$ cat src/bcf_pkg.sv
// shared types and constants of the bezier curve flattener
`default_nettype none

package bcf_pkg;

    localparam int COORD_W  = 16;
    localparam int T_FRAC   = 16;
    localparam int T_W      = T_FRAC + 1;
    localparam int STEP_W   = 6;
    localparam int PROD_W   = COORD_W + T_W + 1;

    localparam logic [T_W-1:0]    T_ONE       = T_W'(1) << T_FRAC;
    localparam logic [STEP_W-1:0] STEPS_RESET = STEP_W'(10);

    localparam logic REQ_QUAD  = 1'b0;
    localparam logic REQ_CUBIC = 1'b1;

    typedef struct packed {
        logic                      req_type;
        logic signed [COORD_W-1:0] pt0_x;
        logic signed [COORD_W-1:0] pt0_y;
        logic signed [COORD_W-1:0] pt1_x;
        logic signed [COORD_W-1:0] pt1_y;
        logic signed [COORD_W-1:0] pt2_x;
        logic signed [COORD_W-1:0] pt2_y;
        logic signed [COORD_W-1:0] pt3_x;
        logic signed [COORD_W-1:0] pt3_y;
    } t_in_item;

    typedef struct packed {
        logic signed [COORD_W-1:0] from_x;
        logic signed [COORD_W-1:0] from_y;
        logic signed [COORD_W-1:0] to_x;
        logic signed [COORD_W-1:0] to_y;
        logic                      last_segment;
    } t_out_item;

endpackage

`default_nettype wire

$ cat src/bezier_curve_flattener_core.sv
// top level of the bezier curve flattener: sequencer around one shared multiplier
`default_nettype none

// Flattens one quadratic or cubic Bezier curve per input transaction into
// num_steps+1 line segments (num_steps of zero acts as one). Point i is taken
// at t = floor(i*65536/num_steps) by de Casteljau interpolation, truncating
// each interpolation by an arithmetic shift. The first segment is degenerate
// (pt0 to pt0) and the segment at t equal to one carries last_segment. The
// block handles one curve at a time and is not ready while it works. At the
// start of a curve a restoring divider forms the t step 65536/num_steps and
// its remainder; after that t advances by one add and compare per point.
// Every interpolation takes a 17x18 signed multiply state and an add state on
// the shared multiplier, and each axis adds a load state and a shift state
// per level, both axes in turn. Each segment then waits in the output state
// until the consumer takes it, and the next curve is accepted only after the
// last segment is taken. num_steps is written through i_cfg_we and
// i_cfg_wdata and must only change while the block is idle.
module bezier_curve_flattener_core
    import bcf_pkg::*;
(
    input  wire              i_clk,
    input  wire              i_rst_n,
    input  wire              i_cfg_we,
    input  wire [STEP_W-1:0] i_cfg_wdata,
    input  wire              i_in_valid,
    output logic             o_in_ready,
    input  t_in_item         i_in,
    output logic             o_out_valid,
    input  wire              i_out_ready,
    output t_out_item        o_out
);

    // sequencer states
    localparam logic [2:0] S_IDLE  = 3'd0;
    localparam logic [2:0] S_DIV   = 3'd1;
    localparam logic [2:0] S_LOAD  = 3'd2;
    localparam logic [2:0] S_MUL   = 3'd3;
    localparam logic [2:0] S_ADD   = 3'd4;
    localparam logic [2:0] S_SHIFT = 3'd5;
    localparam logic [2:0] S_OUT   = 3'd6;

    localparam int DIV_CNT_W = $clog2(T_W);

    logic [2:0]              r_state;
    logic [STEP_W-1:0]       r_num_steps;   // configuration register
    logic [STEP_W-1:0]       r_n;           // step count in use, never zero
    logic                    r_kind;

    // control points per axis, each read at a fixed place
    logic signed [COORD_W-1:0] r_px [0:3];
    logic signed [COORD_W-1:0] r_py [0:3];

    // divider for the t increment
    logic [STEP_W:0]         r_div_rem;
    logic [T_W-1:0]          r_div_q;
    logic [DIV_CNT_W-1:0]    r_div_cnt;
    logic [T_W-1:0]          r_t_inc;
    logic [STEP_W-1:0]       r_t_inc_rem;

    // parameter walk
    logic [T_W-1:0]          r_t;
    logic [STEP_W-1:0]       r_t_acc;       // remainder of i*65536/N
    logic [STEP_W-1:0]       r_i;

    // de Casteljau work row: the pair w0, w1 feeds the multiplier
    logic signed [COORD_W-1:0] r_w [0:3];
    logic [1:0]              r_deg;         // interpolations in this level
    logic [1:0]              r_j;
    logic                    r_axis;
    logic signed [PROD_W-2:0] r_prod;

    logic signed [COORD_W-1:0] r_prev_x, r_prev_y;
    logic signed [COORD_W-1:0] r_cur_x, r_cur_y;

    // combinational helpers
    logic                     div_bit;
    logic [STEP_W:0]          div_sh;
    logic                     div_ge;
    logic signed [COORD_W:0]  diff;
    logic signed [PROD_W-1:0] prod_full;
    logic signed [COORD_W+1:0] lerp_sum;
    logic signed [COORD_W-1:0] lerp_res;
    logic [STEP_W:0]          acc_sum;
    logic                     acc_wrap;
    logic                     is_last;
    logic                     in_fire, out_fire;

    assign in_fire  = i_in_valid && o_in_ready;
    assign out_fire = o_out_valid && i_out_ready;
    assign is_last  = (r_i == r_n);

    // one restoring division step per cycle, only bit T_FRAC of the dividend is set
    assign div_bit = (r_div_cnt == DIV_CNT_W'(T_FRAC));
    assign div_sh  = {r_div_rem[STEP_W-1:0], div_bit};
    assign div_ge  = (div_sh >= {1'b0, r_n});

    // the shared multiplier: (w1 - w0) * t
    assign diff      = {r_w[1][COORD_W-1], r_w[1]} - {r_w[0][COORD_W-1], r_w[0]};
    assign prod_full = diff * $signed({1'b0, r_t});

    // w0 + floor(prod / 2^T_FRAC), always back inside the coordinate range
    assign lerp_sum = {{2{r_w[0][COORD_W-1]}}, r_w[0]}
                    + {r_prod[PROD_W-2], r_prod[PROD_W-2:T_FRAC]};
    assign lerp_res = lerp_sum[COORD_W-1:0];

    // t step: remainder stays below N, so one compare and subtract
    assign acc_sum  = {1'b0, r_t_acc} + {1'b0, r_t_inc_rem};
    assign acc_wrap = (acc_sum >= {1'b0, r_n});

    always_ff @(posedge i_clk) begin
        if (!i_rst_n) begin
            r_num_steps <= STEPS_RESET;
        end else if (i_cfg_we) begin
            r_num_steps <= i_cfg_wdata;
        end
    end

    always_ff @(posedge i_clk) begin
        if (!i_rst_n) begin
            r_state  <= S_IDLE;
            r_kind   <= REQ_QUAD;
            r_i      <= '0;
            r_prev_x <= '0;
            r_prev_y <= '0;
            r_n      <= STEP_W'(1);
            r_t      <= '0;
            r_t_acc  <= '0;
        end else begin
            case (r_state)
                S_IDLE: begin
                    if (in_fire) begin
                        r_kind    <= i_in.req_type;
                        r_px[0]   <= i_in.pt0_x;
                        r_px[1]   <= i_in.pt1_x;
                        r_px[2]   <= i_in.pt2_x;
                        r_px[3]   <= i_in.pt3_x;
                        r_py[0]   <= i_in.pt0_y;
                        r_py[1]   <= i_in.pt1_y;
                        r_py[2]   <= i_in.pt2_y;
                        r_py[3]   <= i_in.pt3_y;
                        r_prev_x  <= i_in.pt0_x;
                        r_prev_y  <= i_in.pt0_y;
                        r_n       <= (r_num_steps == '0) ? STEP_W'(1) : r_num_steps;
                        r_div_rem <= '0;
                        r_div_q   <= '0;
                        r_div_cnt <= DIV_CNT_W'(T_FRAC);
                        r_state   <= S_DIV;
                    end
                end
                S_DIV: begin
                    r_div_rem <= div_ge ? (div_sh - {1'b0, r_n}) : div_sh;
                    r_div_q   <= {r_div_q[T_W-2:0], div_ge};
                    r_div_cnt <= r_div_cnt - DIV_CNT_W'(1);
                    if (r_div_cnt == '0) begin
                        r_t_inc     <= {r_div_q[T_W-2:0], div_ge};
                        r_t_inc_rem <= div_ge ? STEP_W'(div_sh - {1'b0, r_n})
                                              : STEP_W'(div_sh);
                        r_t       <= '0;
                        r_t_acc   <= '0;
                        r_i       <= '0;
                        r_axis    <= 1'b0;
                        r_state   <= S_LOAD;
                    end
                end
                S_LOAD: begin
                    for (int k = 0; k < 4; k++) begin
                        r_w[k] <= r_axis ? r_py[k] : r_px[k];
                    end
                    r_deg   <= (r_kind == REQ_CUBIC) ? 2'd3 : 2'd2;
                    r_j     <= '0;
                    r_state <= S_MUL;
                end
                S_MUL: begin
                    r_prod  <= prod_full[PROD_W-2:0];
                    r_state <= S_ADD;
                end
                S_ADD: begin
                    // shift the row down and drop the result in behind this level
                    for (int k = 0; k < 3; k++) begin
                        r_w[k] <= (2'(k) == r_deg) ? lerp_res : r_w[k+1];
                    end
                    r_w[3] <= (r_deg == 2'd3) ? lerp_res : r_w[3];
                    if (r_j == r_deg - 2'd1) begin
                        r_j     <= '0;
                        r_state <= S_SHIFT;
                    end else begin
                        r_j     <= r_j + 2'd1;
                        r_state <= S_MUL;
                    end
                end
                S_SHIFT: begin
                    // discard the leftover operand of the finished level
                    for (int k = 0; k < 3; k++) begin
                        r_w[k] <= r_w[k+1];
                    end
                    if (r_deg == 2'd1) begin
                        if (r_axis) begin
                            r_cur_y <= r_w[1];
                            r_state <= S_OUT;
                        end else begin
                            r_cur_x <= r_w[1];
                            r_axis  <= 1'b1;
                            r_state <= S_LOAD;
                        end
                    end else begin
                        r_deg   <= r_deg - 2'd1;
                        r_state <= S_MUL;
                    end
                end
                S_OUT: begin
                    if (out_fire) begin
                        r_prev_x <= r_cur_x;
                        r_prev_y <= r_cur_y;
                        if (is_last) begin
                            r_state <= S_IDLE;
                        end else begin
                            r_i     <= r_i + STEP_W'(1);
                            r_t_acc <= acc_wrap ? STEP_W'(acc_sum - {1'b0, r_n})
                                                : STEP_W'(acc_sum);
                            r_t     <= r_t + r_t_inc + T_W'(acc_wrap);
                            r_axis  <= 1'b0;
                            r_state <= S_LOAD;
                        end
                    end
                end
                default: begin
                    r_state <= S_IDLE;
                end
            endcase
        end
    end

    assign o_in_ready         = (r_state == S_IDLE);
    assign o_out_valid        = (r_state == S_OUT);
    assign o_out.from_x       = r_prev_x;
    assign o_out.from_y       = r_prev_y;
    assign o_out.to_x         = r_cur_x;
    assign o_out.to_y         = r_cur_y;
    assign o_out.last_segment = is_last;

    // t never runs past one
    a_t_range: assert property (@(posedge i_clk) disable iff (!i_rst_n)
        r_t <= T_ONE)
        else $error("t beyond one");

    // remainder of the t walk stays below the step count while points are made
    a_acc_range: assert property (@(posedge i_clk) disable iff (!i_rst_n)
        (r_state == S_MUL || r_state == S_ADD || r_state == S_OUT) |-> r_t_acc < r_n)
        else $error("t remainder out of range");

    // the last point is exactly t equal to one
    a_last_t: assert property (@(posedge i_clk) disable iff (!i_rst_n)
        (o_out_valid && o_out.last_segment) |-> r_t == T_ONE)
        else $error("last segment not at t equal to one");

    // the step index never passes the step count
    a_step_range: assert property (@(posedge i_clk) disable iff (!i_rst_n)
        (r_state != S_IDLE && r_state != S_DIV) |-> r_i <= r_n)
        else $error("step index past step count");

    // after the last segment is taken the block is ready for the next curve
    a_back_idle: assert property (@(posedge i_clk) disable iff (!i_rst_n)
        (out_fire && o_out.last_segment) |=> o_in_ready)
        else $error("no return to idle after last segment");

endmodule

`default_nettype wire
$ cat config.mk
export PLATFORM = sky130hd
export DESIGN_NAME = bezier_curve_flattener_core
export DESIGN_NICKNAME = d
export VERILOG_FILES = /design/src/bcf_pkg.sv /design/src/bezier_curve_flattener_core.sv
export SDC_FILE = /design/constraint.sdc
export NUM_CORES = 1
export LEC_CHECK = 0
export ABC_AREA = 1
export BUFFER_PORTS_ARGS = -buffer_cell sky130_fd_sc_hd__buf_4
export CORE_UTILIZATION = 55
export CTS_CLUSTER_DIAMETER = 40
export CTS_CLUSTER_SIZE = 25
export DETAILED_ROUTE_END_ITERATION = 6
export HOLD_SLACK_MARGIN = 0.05
export PLACE_DENSITY = 0.82
export SYNTH_ARGS = -nofsm -noshare
export SYNTH_HDL_FRONTEND = slang
export SYNTH_SLANG_ARGS = --single-unit
$ cat constraint.sdc
create_clock -name i_clk -period 10.03 [get_ports i_clk]
set_input_delay 2.006 -clock i_clk [delete_from_list [all_inputs] [get_ports i_clk]]
set_output_delay 2.006 -clock i_clk [all_outputs]
set_load 0.02 [all_outputs]
==> metrics.md, run 1 <==
| Metric | Value |
|---|---|
| Tcrit/Tclk final | 0.752 |
| Avg WL per Cell | 19.2 µm |
| Horiz. Die Dim | 225 µm |
| Synth area leaders | edfxtp_1, fa_1, nand2_1 |
| ANT nets after route | 0 |
| First-pass GRT wire length | 119 mm |
| Starting Density | 0.559 |
| Avg Inst Size Synth | 8.91 µm² |
| Final net count | 3786 |
| EDFF count, synth | 295 |
| Drt first pass iters | 6 |
| Vias in the first global route | 22.4k |
| Die area | 50700 µm² |
| Layout Cells excl Fill | slightly below 4k |
| Antenna diodes | 0 |
| Post-synth cell types | 56 |
| Worst Path Max Fanout | 11 |
| DP Cell Count | 3858 |
| CORE AREA | approximately 49000 µm² |
| Cell count after synthesis | just over 3k |
| R2r setup slk | 2.49 ns |
| P_leak | 14.2 nW |
| # rows | 81 |
| IO buf count | 206 |
| Final hold viol count | 0 |
| Post-synthesis register bit count | 372 |
| Area grow syn2layout | 13.1% |
| Die Y | between 200 and 250 µm |
| Root Buffer | clkbuf_16 |
| Slew margin rel. | 0.0550 |
| Number of fill cells in the layout | roughly 4k |
| Setup bufs post-CTS | 0 |
| Synthesized Nets | 3623 |
| RSZ-0062 raised after global routing | no |
| Post-DP HPWL | between 50 and 60 mm |
| Reg2reg end | r_prod[21] |
| Antenna violations before repair | 1 |
| Post-synth top area cell | edfxtp_1 |
| Worst-Margin Slew | between 1 and 1.5 ns |
| Status | complete, no violations |
| Worst min path class | reg2reg |
| Maximum VDD drop | 0.169 mV |
| IO Pins | between 200 and 250 |
| Layout cells sized above 1 | 0.115 |
| Largest net degree at the start of global routing | 87 |
| Max Fclk | 0.133 GHz |
| Crit Reg-Reg Startpoint | r_w[0][16] |
| Fin crit period | 7.54 ns |
| Sequential fraction of the synthesis area | 0.379 |
| Post_cts resized | 0 |
| Critical path class | reg2reg |
| H-tree depth | 2 |
| Reg clk slew, reported paths | 0.07 ns |
| Worst Hold Depth | 0 |
| Worst endpoint data arrival time | 7.86 ns |
| Pwr Density | about 160 nW/µm² |
| Critical Path Source Type | register |
| Worst-skew pair later-pin latency | a little under 0.6 ns |
| Synth warn | 0 |
| Most frequent cells after synthesis | nand2_1, inv_1, edfxtp_1, nor2_1, fa_1 |
| Gr usage total | 0.306 |
| Ys flop type | edfxtp_1 |
| Vias | 22.3k |
| Top-count cell post-synth | nand2_1 |
| Clock skew | 0.0349 ns |
| Final setup viols | 0 |
| CTS tree | built |
| Hold_ws | 0.426 ns |
| Hold Crit Endpoint | r_t_inc[16] |
| DRT iter0 DRCs | 2145 |
| DRC Markers | 0 |
| Worst path required time | just over 10 ns |
| Setup Slack @ Placement | 2.64 ns |
| Bufs on Longest Clock Path | 3 |
| Crit end category | register |
| CTS Hold Bufs | 0 |
| WL final | 75.5 mm |
| Max-slew violation count | 0 |
| Yosys top cell area share | 0.323 |
| Max_cap viols | 0 |
| Area of the mapped netlist | 27400 µm² |
| Hold path start | r_div_q[15] |
| Drt via density | 5.67 |
| R2R depth | 26 |
| Worst Setup SP | r_w[0][16] |
| Fraction of registers with async set/reset | 0 |
| Routability cong. | 0.942 |
| CTS Buf Count | 44 |
| Final setup margin | 2.49 ns |
| CTS Sinks | 372 |
| Setup_tns | 0 ns |
| Grt total ovfl | 0 |
==> layout by cell type (no fill, tap or decap), types with 5 or more instances in the layout <==
cell type	n
nand2_1	694
inv_1	489
edfxtp_1	295
nor2_1	293
fa_1	230
buf_4	219
ha_1	176
a21oi_1	161
o21ai_0	142
nand3_1	110
dfxtp_1	77
a31oi_1	54
clkbuf_16	46
xor2_1	36
nor3_1	29
or2_2	18
o31ai_1	14
nor2_2	13
inv_2	12
xnor2_1	12
nand2_2	10
clkinv_1	8
o21bai_1	8
nand4_1	8
a21oi_2	8
a21o_1	7
a211oi_1	7
o211ai_1	7
inv_6	7
inv_8	7
nor4_1	6
o21a_1	6
or2_0	5
nand3_2	5
==> registers in the layout, summed over array words and instances, names as in the netlist, 2 cells and up <==
name and count:
r_py 64, r_t_inc_rem 6, r_px 64, r_prev_y 16
r_num_steps 6, r_cur_x 16, r_div_rem 6, r_w 64
r_j 2, r_t_acc 6, r_div_q 16, r_deg 2
r_prod 16, r_i 6, r_div_cnt 5, r_state 3
r_n 6, r_prev_x 16, r_t_inc 17, r_cur_y 16
r_t 17
==> power by group <==
| part | switching (mW) | internal (mW) |
|---|---|---|
| sequential | 0.101 | 1.92 |
| clock | 0.725 | 0.954 |
| combinational | 0.940 | 0.430 |
==> metal layers <==
layer,track usage,vias up,part of all wire
met3,0.0554,275,0.091
met1,0.387,10600,0.38
li1,-,10300,-
met5,0,-,0.00017
met4,0.170,2,0.060
met2,0.498,1184,0.47
==> worst max path at each step <==
stage                     depth (start not counted)  slack, ns          to
after floorplan                                   3       1.73  r_px[0][0]
after CTS                                        33       2.66  r_prod[21]
after detailed placement                         26       2.64  r_prod[21]
final                                            26       2.49  r_prod[21]
after global routing                             30       2.16  r_prod[31]
after global placement                           26       2.72  r_prod[21]
==> cell type report <==
| class | instances | area, µm² | area share |
|---|---|---|---|
| multi-input combinational | 2094 | 14700 | 0.474 |
| sequential | 372 | 10400 | 0.335 |
| inverter | 509 | 1910 | 0.0617 |
| timing repair buffer | 219 | 1640 | 0.0530 |
| clock buffer | 49 | 1160 | 0.0375 |
| tap | 664 | 831 | 0.0268 |
| clock inverter | 32 | 374 | 0.0121 |
==> critical path, stage by stage (launching register included) <==
cell and delay [ns]:
edfxtp_1 0.38, inv_1 0.09, ha_1 0.22, fa_1 0.41
xnor2_1 1.09, nand2_1 0.20, fa_1 0.59, inv_1 0.05
fa_1 0.52, inv_1 0.05, fa_1 0.50, inv_1 0.06
fa_1 0.54, inv_1 0.06, fa_1 0.48, inv_1 0.05
fa_1 0.43, ha_1 0.36, nand2_1 0.10, o21ai_0 0.38
a21oi_1 0.07, nand2_1 0.18, nand2_1 0.10, a21oi_1 0.20
nor2_1 0.06, nand2_1 0.05, nand2_1 0.05
==> metrics by stage <==
| step | total power, mW | area [µm²] | utilization |
|---|---|---|---|
| floorplan | 2.95 | 27400 | - |
| global placement | 3.35 | 29500 | 0.601 |
| detailed placement | 3.39 | 29500 | 0.601 |
| CTS | 5.06 | 31000 | 0.632 |
| global route | 5.29 | 31000 | 0.632 |
| finish | 5.07 | 31000 | 0.632 |
==> cell families (layout without fill, tap and decap cells) <==
family | Yosys count | count (layout) | share of synthesized area
and+or+nand+nor | 1207 | 1207 | 0.181
buffers and inverters | 611 | 809 | 0.0861
AOI/OAI and AO/OA | 431 | 431 | 0.0890
adders and majority gates | 406 | 406 | 0.248
DFF | 372 | 372 | 0.379
xor gates and xnor gates | 48 | 48 | 0.0153
muxes | 2 | 2 | 0.000730
No activity file was read; power rests on OpenSTA's default activity.
==> run 2, diff against run 1 <==
==> constraint.sdc (replaced) <==
create_clock -name i_clk -period 7.2 [get_ports i_clk]
set_input_delay 1.44 -clock i_clk [delete_from_list [all_inputs] [get_ports i_clk]]
set_output_delay 1.44 -clock i_clk [all_outputs]
set_load 0.02 [all_outputs]
==> metrics.md, run 2 (synthesis results as in run 1) <==
| Metric | Value |
|---|---|
| Status | complete, no violations |
| DRT iter0 DRCs | 2282 |
| Routability cong. | 0.992 |
| Tcrit/Tclk final | 0.969 |
| Setup_tns | 0 ns |
| Worst Path Max Fanout | 5 |
| P_leak | 14.6 nW |
| Worst-Margin Slew | 1.15 ns |
| Reg2reg end | r_prod[30] |
| Max-slew violation count | 0 |
| Clock skew | between 0.04 and 0.05 ns |
| Worst min path class | reg2reg |
| Drt via density | 5.67 |
| Max_cap viols | 0 |
| Most frequent cells in the layout | nand2_1, inv_1, edfxtp_1 |
| Worst setup endpoint | r_prod[30] |
| Area grow syn2layout | 16.0% |
| Drt first pass iters | 6 |
| Critical Path Source Type | register |
| Antenna violations before repair | 0 |
| Antenna diodes | 0 |
| Busiest grt layer | met2 |
| H-tree depth | 2 |
| Bufs on Longest Clock Path | 3 |
| Die area | 50700 µm² |
| R2R depth | 33 |
| Layout Cells excl Fill | 4007 |
| WL final | 76.6 mm |
| CTS Buf Count | 46 |
| Finished Cell Area | 31800 µm² |
| Crit end category | register |
| Starting Density | 0.559 |
| Max Fclk | 0.143 GHz |
| Layout cells sized above 1 | 0.143 |
| IO Pins | ~210 |
| Grt total ovfl | 0 |
| IO buf count | 206 |
| Post-DP HPWL | 58.2 mm |
| CTS Hold Bufs | 0 |
| RSZ-0062 raised after global routing | yes |
| Gr usage total | 0.309 |
| Final hold viol count | 0 |
| DP Cell Count | 3911 |
| CORE AREA | between 40000 and 50000 µm² |
| Critical path class | reg2reg |
| Vias | roughly 23k |
| Crit Reg-Reg Startpoint | r_w[0][19] |
| First-pass GRT wire length | 121 mm |
| Root Buffer | clkbuf_16 |
| Final setup viols | 0 |
| Slew margin rel. | 0.233 |
| CTS Sinks | about 370 |
| Met3 usage | 0.0653 |
| Largest net degree at the start of global routing | roughly 90 |
| Top Registers | r_px (64), r_py (64), r_w (64) |
| Grt met2 use | 0.506 |
| Reg clk slew, reported paths | 0.08 ns |
| Max incr delay on CP | approximately 0.53 ns |
| Avg WL per Cell | around 19 µm |
| Most common cell after layout, fill and taps aside | nand2_1 |
| Pwr Density | 230 nW/µm² |
| CP max stage cell | fa_1 |
| Worst path required time | 7.51 ns |
| Worst-skew pair later-pin latency | approximately 0.6 ns |
| Final Util | 0.648 |
| Die Y | 225 µm |
| Fin crit period | 6.97 ns |
| Grt met1 use | 0.384 |
| ANT nets after route | 0 |
| # rows | around 80 |
| Final net count | 3852 |
| Vias in the first global route | approximately 23k |
| Horiz. Die Dim | 225 µm |
| R2r setup slk | 0.23 ns |
| DRC Markers | 0 |
| CTS tree | built |
| Worst Setup SP | r_w[0][19] |
| Maximum VDD drop | approximately 0.25 mV |
| Area after DPL | 29900 µm² |
| Worst endpoint data arrival time | around 7.3 ns |
==> run 2: cell count changes in the layout (fill, tap and decap cells not counted), moves of 5 or more <==
| cell | change |
|---|---|
| buf_4 | +62 |
| ha_1 | -7 |
| o21ai_0 | -7 |
| ha_4 | +6 |
| nand2_1 | -6 |
| a21oi_1 | -5 |
| a21oi_2 | +5 |
==> run 2: repair_timing <==
action	in CTS	in global routing
pin swaps	0	10
cloned	0	0
gates resized for setup	3	49
endpoints found under the setup margin	4	16
setup buffers	0	11
==> run 2: worst min-delay path by stage <==
stage                     slack, ns  cells after the start           to        start
after floorplan                0.40                      0  r_t_inc[16]  r_div_q[15]
after global placement         0.40                      0  r_t_inc[16]  r_div_q[15]
after detailed placement       0.40                      0  r_t_inc[16]  r_div_q[15]
after CTS                      0.43                      0  r_t_inc[16]  r_div_q[15]
after global routing           0.45                      0  r_t_inc[16]  r_div_q[15]
final                          0.42                      0  r_t_inc[16]  r_div_q[15]
==> run 2: per-layer routing <==
metal	routed length [µm]	part of all wire
met3	7060	0.092
met2	36000	0.47
met1	28900	0.38
met5	0	0
met4	4670	0.061
==> run 2: stage by stage <==
| stage | worst slack, ns | power [mW] | hold WS (ns) |
|---|---|---|---|
| 3_5_place_dp | -0.0383 | 4.81 | 0.405 |
| 2_1_floorplan | 0.652 | 4.10 | 0.400 |
| 5_1_grt | -0.0419 | 7.61 | 0.449 |
| 6_report | 0.226 | 7.30 | 0.425 |
| 4_1_cts | 0.0271 | 7.24 | 0.428 |
| 3_3_place_gp | 0.0208 | 4.76 | 0.402 |
==> run 2: worst max-delay path: cells and delay by family, from the launching register on <==
kind	cells	cell delay [ns]
DFF	1	0.51
adders and majority gates	8	3.64
buffers and inverters	7	0.47
and+or+nand+nor	14	1.47
AOI/OAI and AO/OA	4	0.59
==> run 2: area by class of cell <==
type / count / area [µm²]
Fill cell: 3790 / 17300
Sequential cell: 372 / 10400
Clock buffer: 50 / 1180
Clock inverter: 35 / 447
Multi-Input combinational cell: 2094 / 14900
Timing Repair Buffer: 283 / 2150
Inverter: 509 / 1920
Tap cell: 664 / 831
==> run 2: report_power, final <==
group | internal (mW) | leakage, nW | total [mW] | switching (mW)
clock network | 1.37 | 0.788 | 2.43 | 1.06
registers | 2.68 | 3.34 | 2.81 | 0.130
logic | 0.691 | 10.5 | 2.06 | 1.37
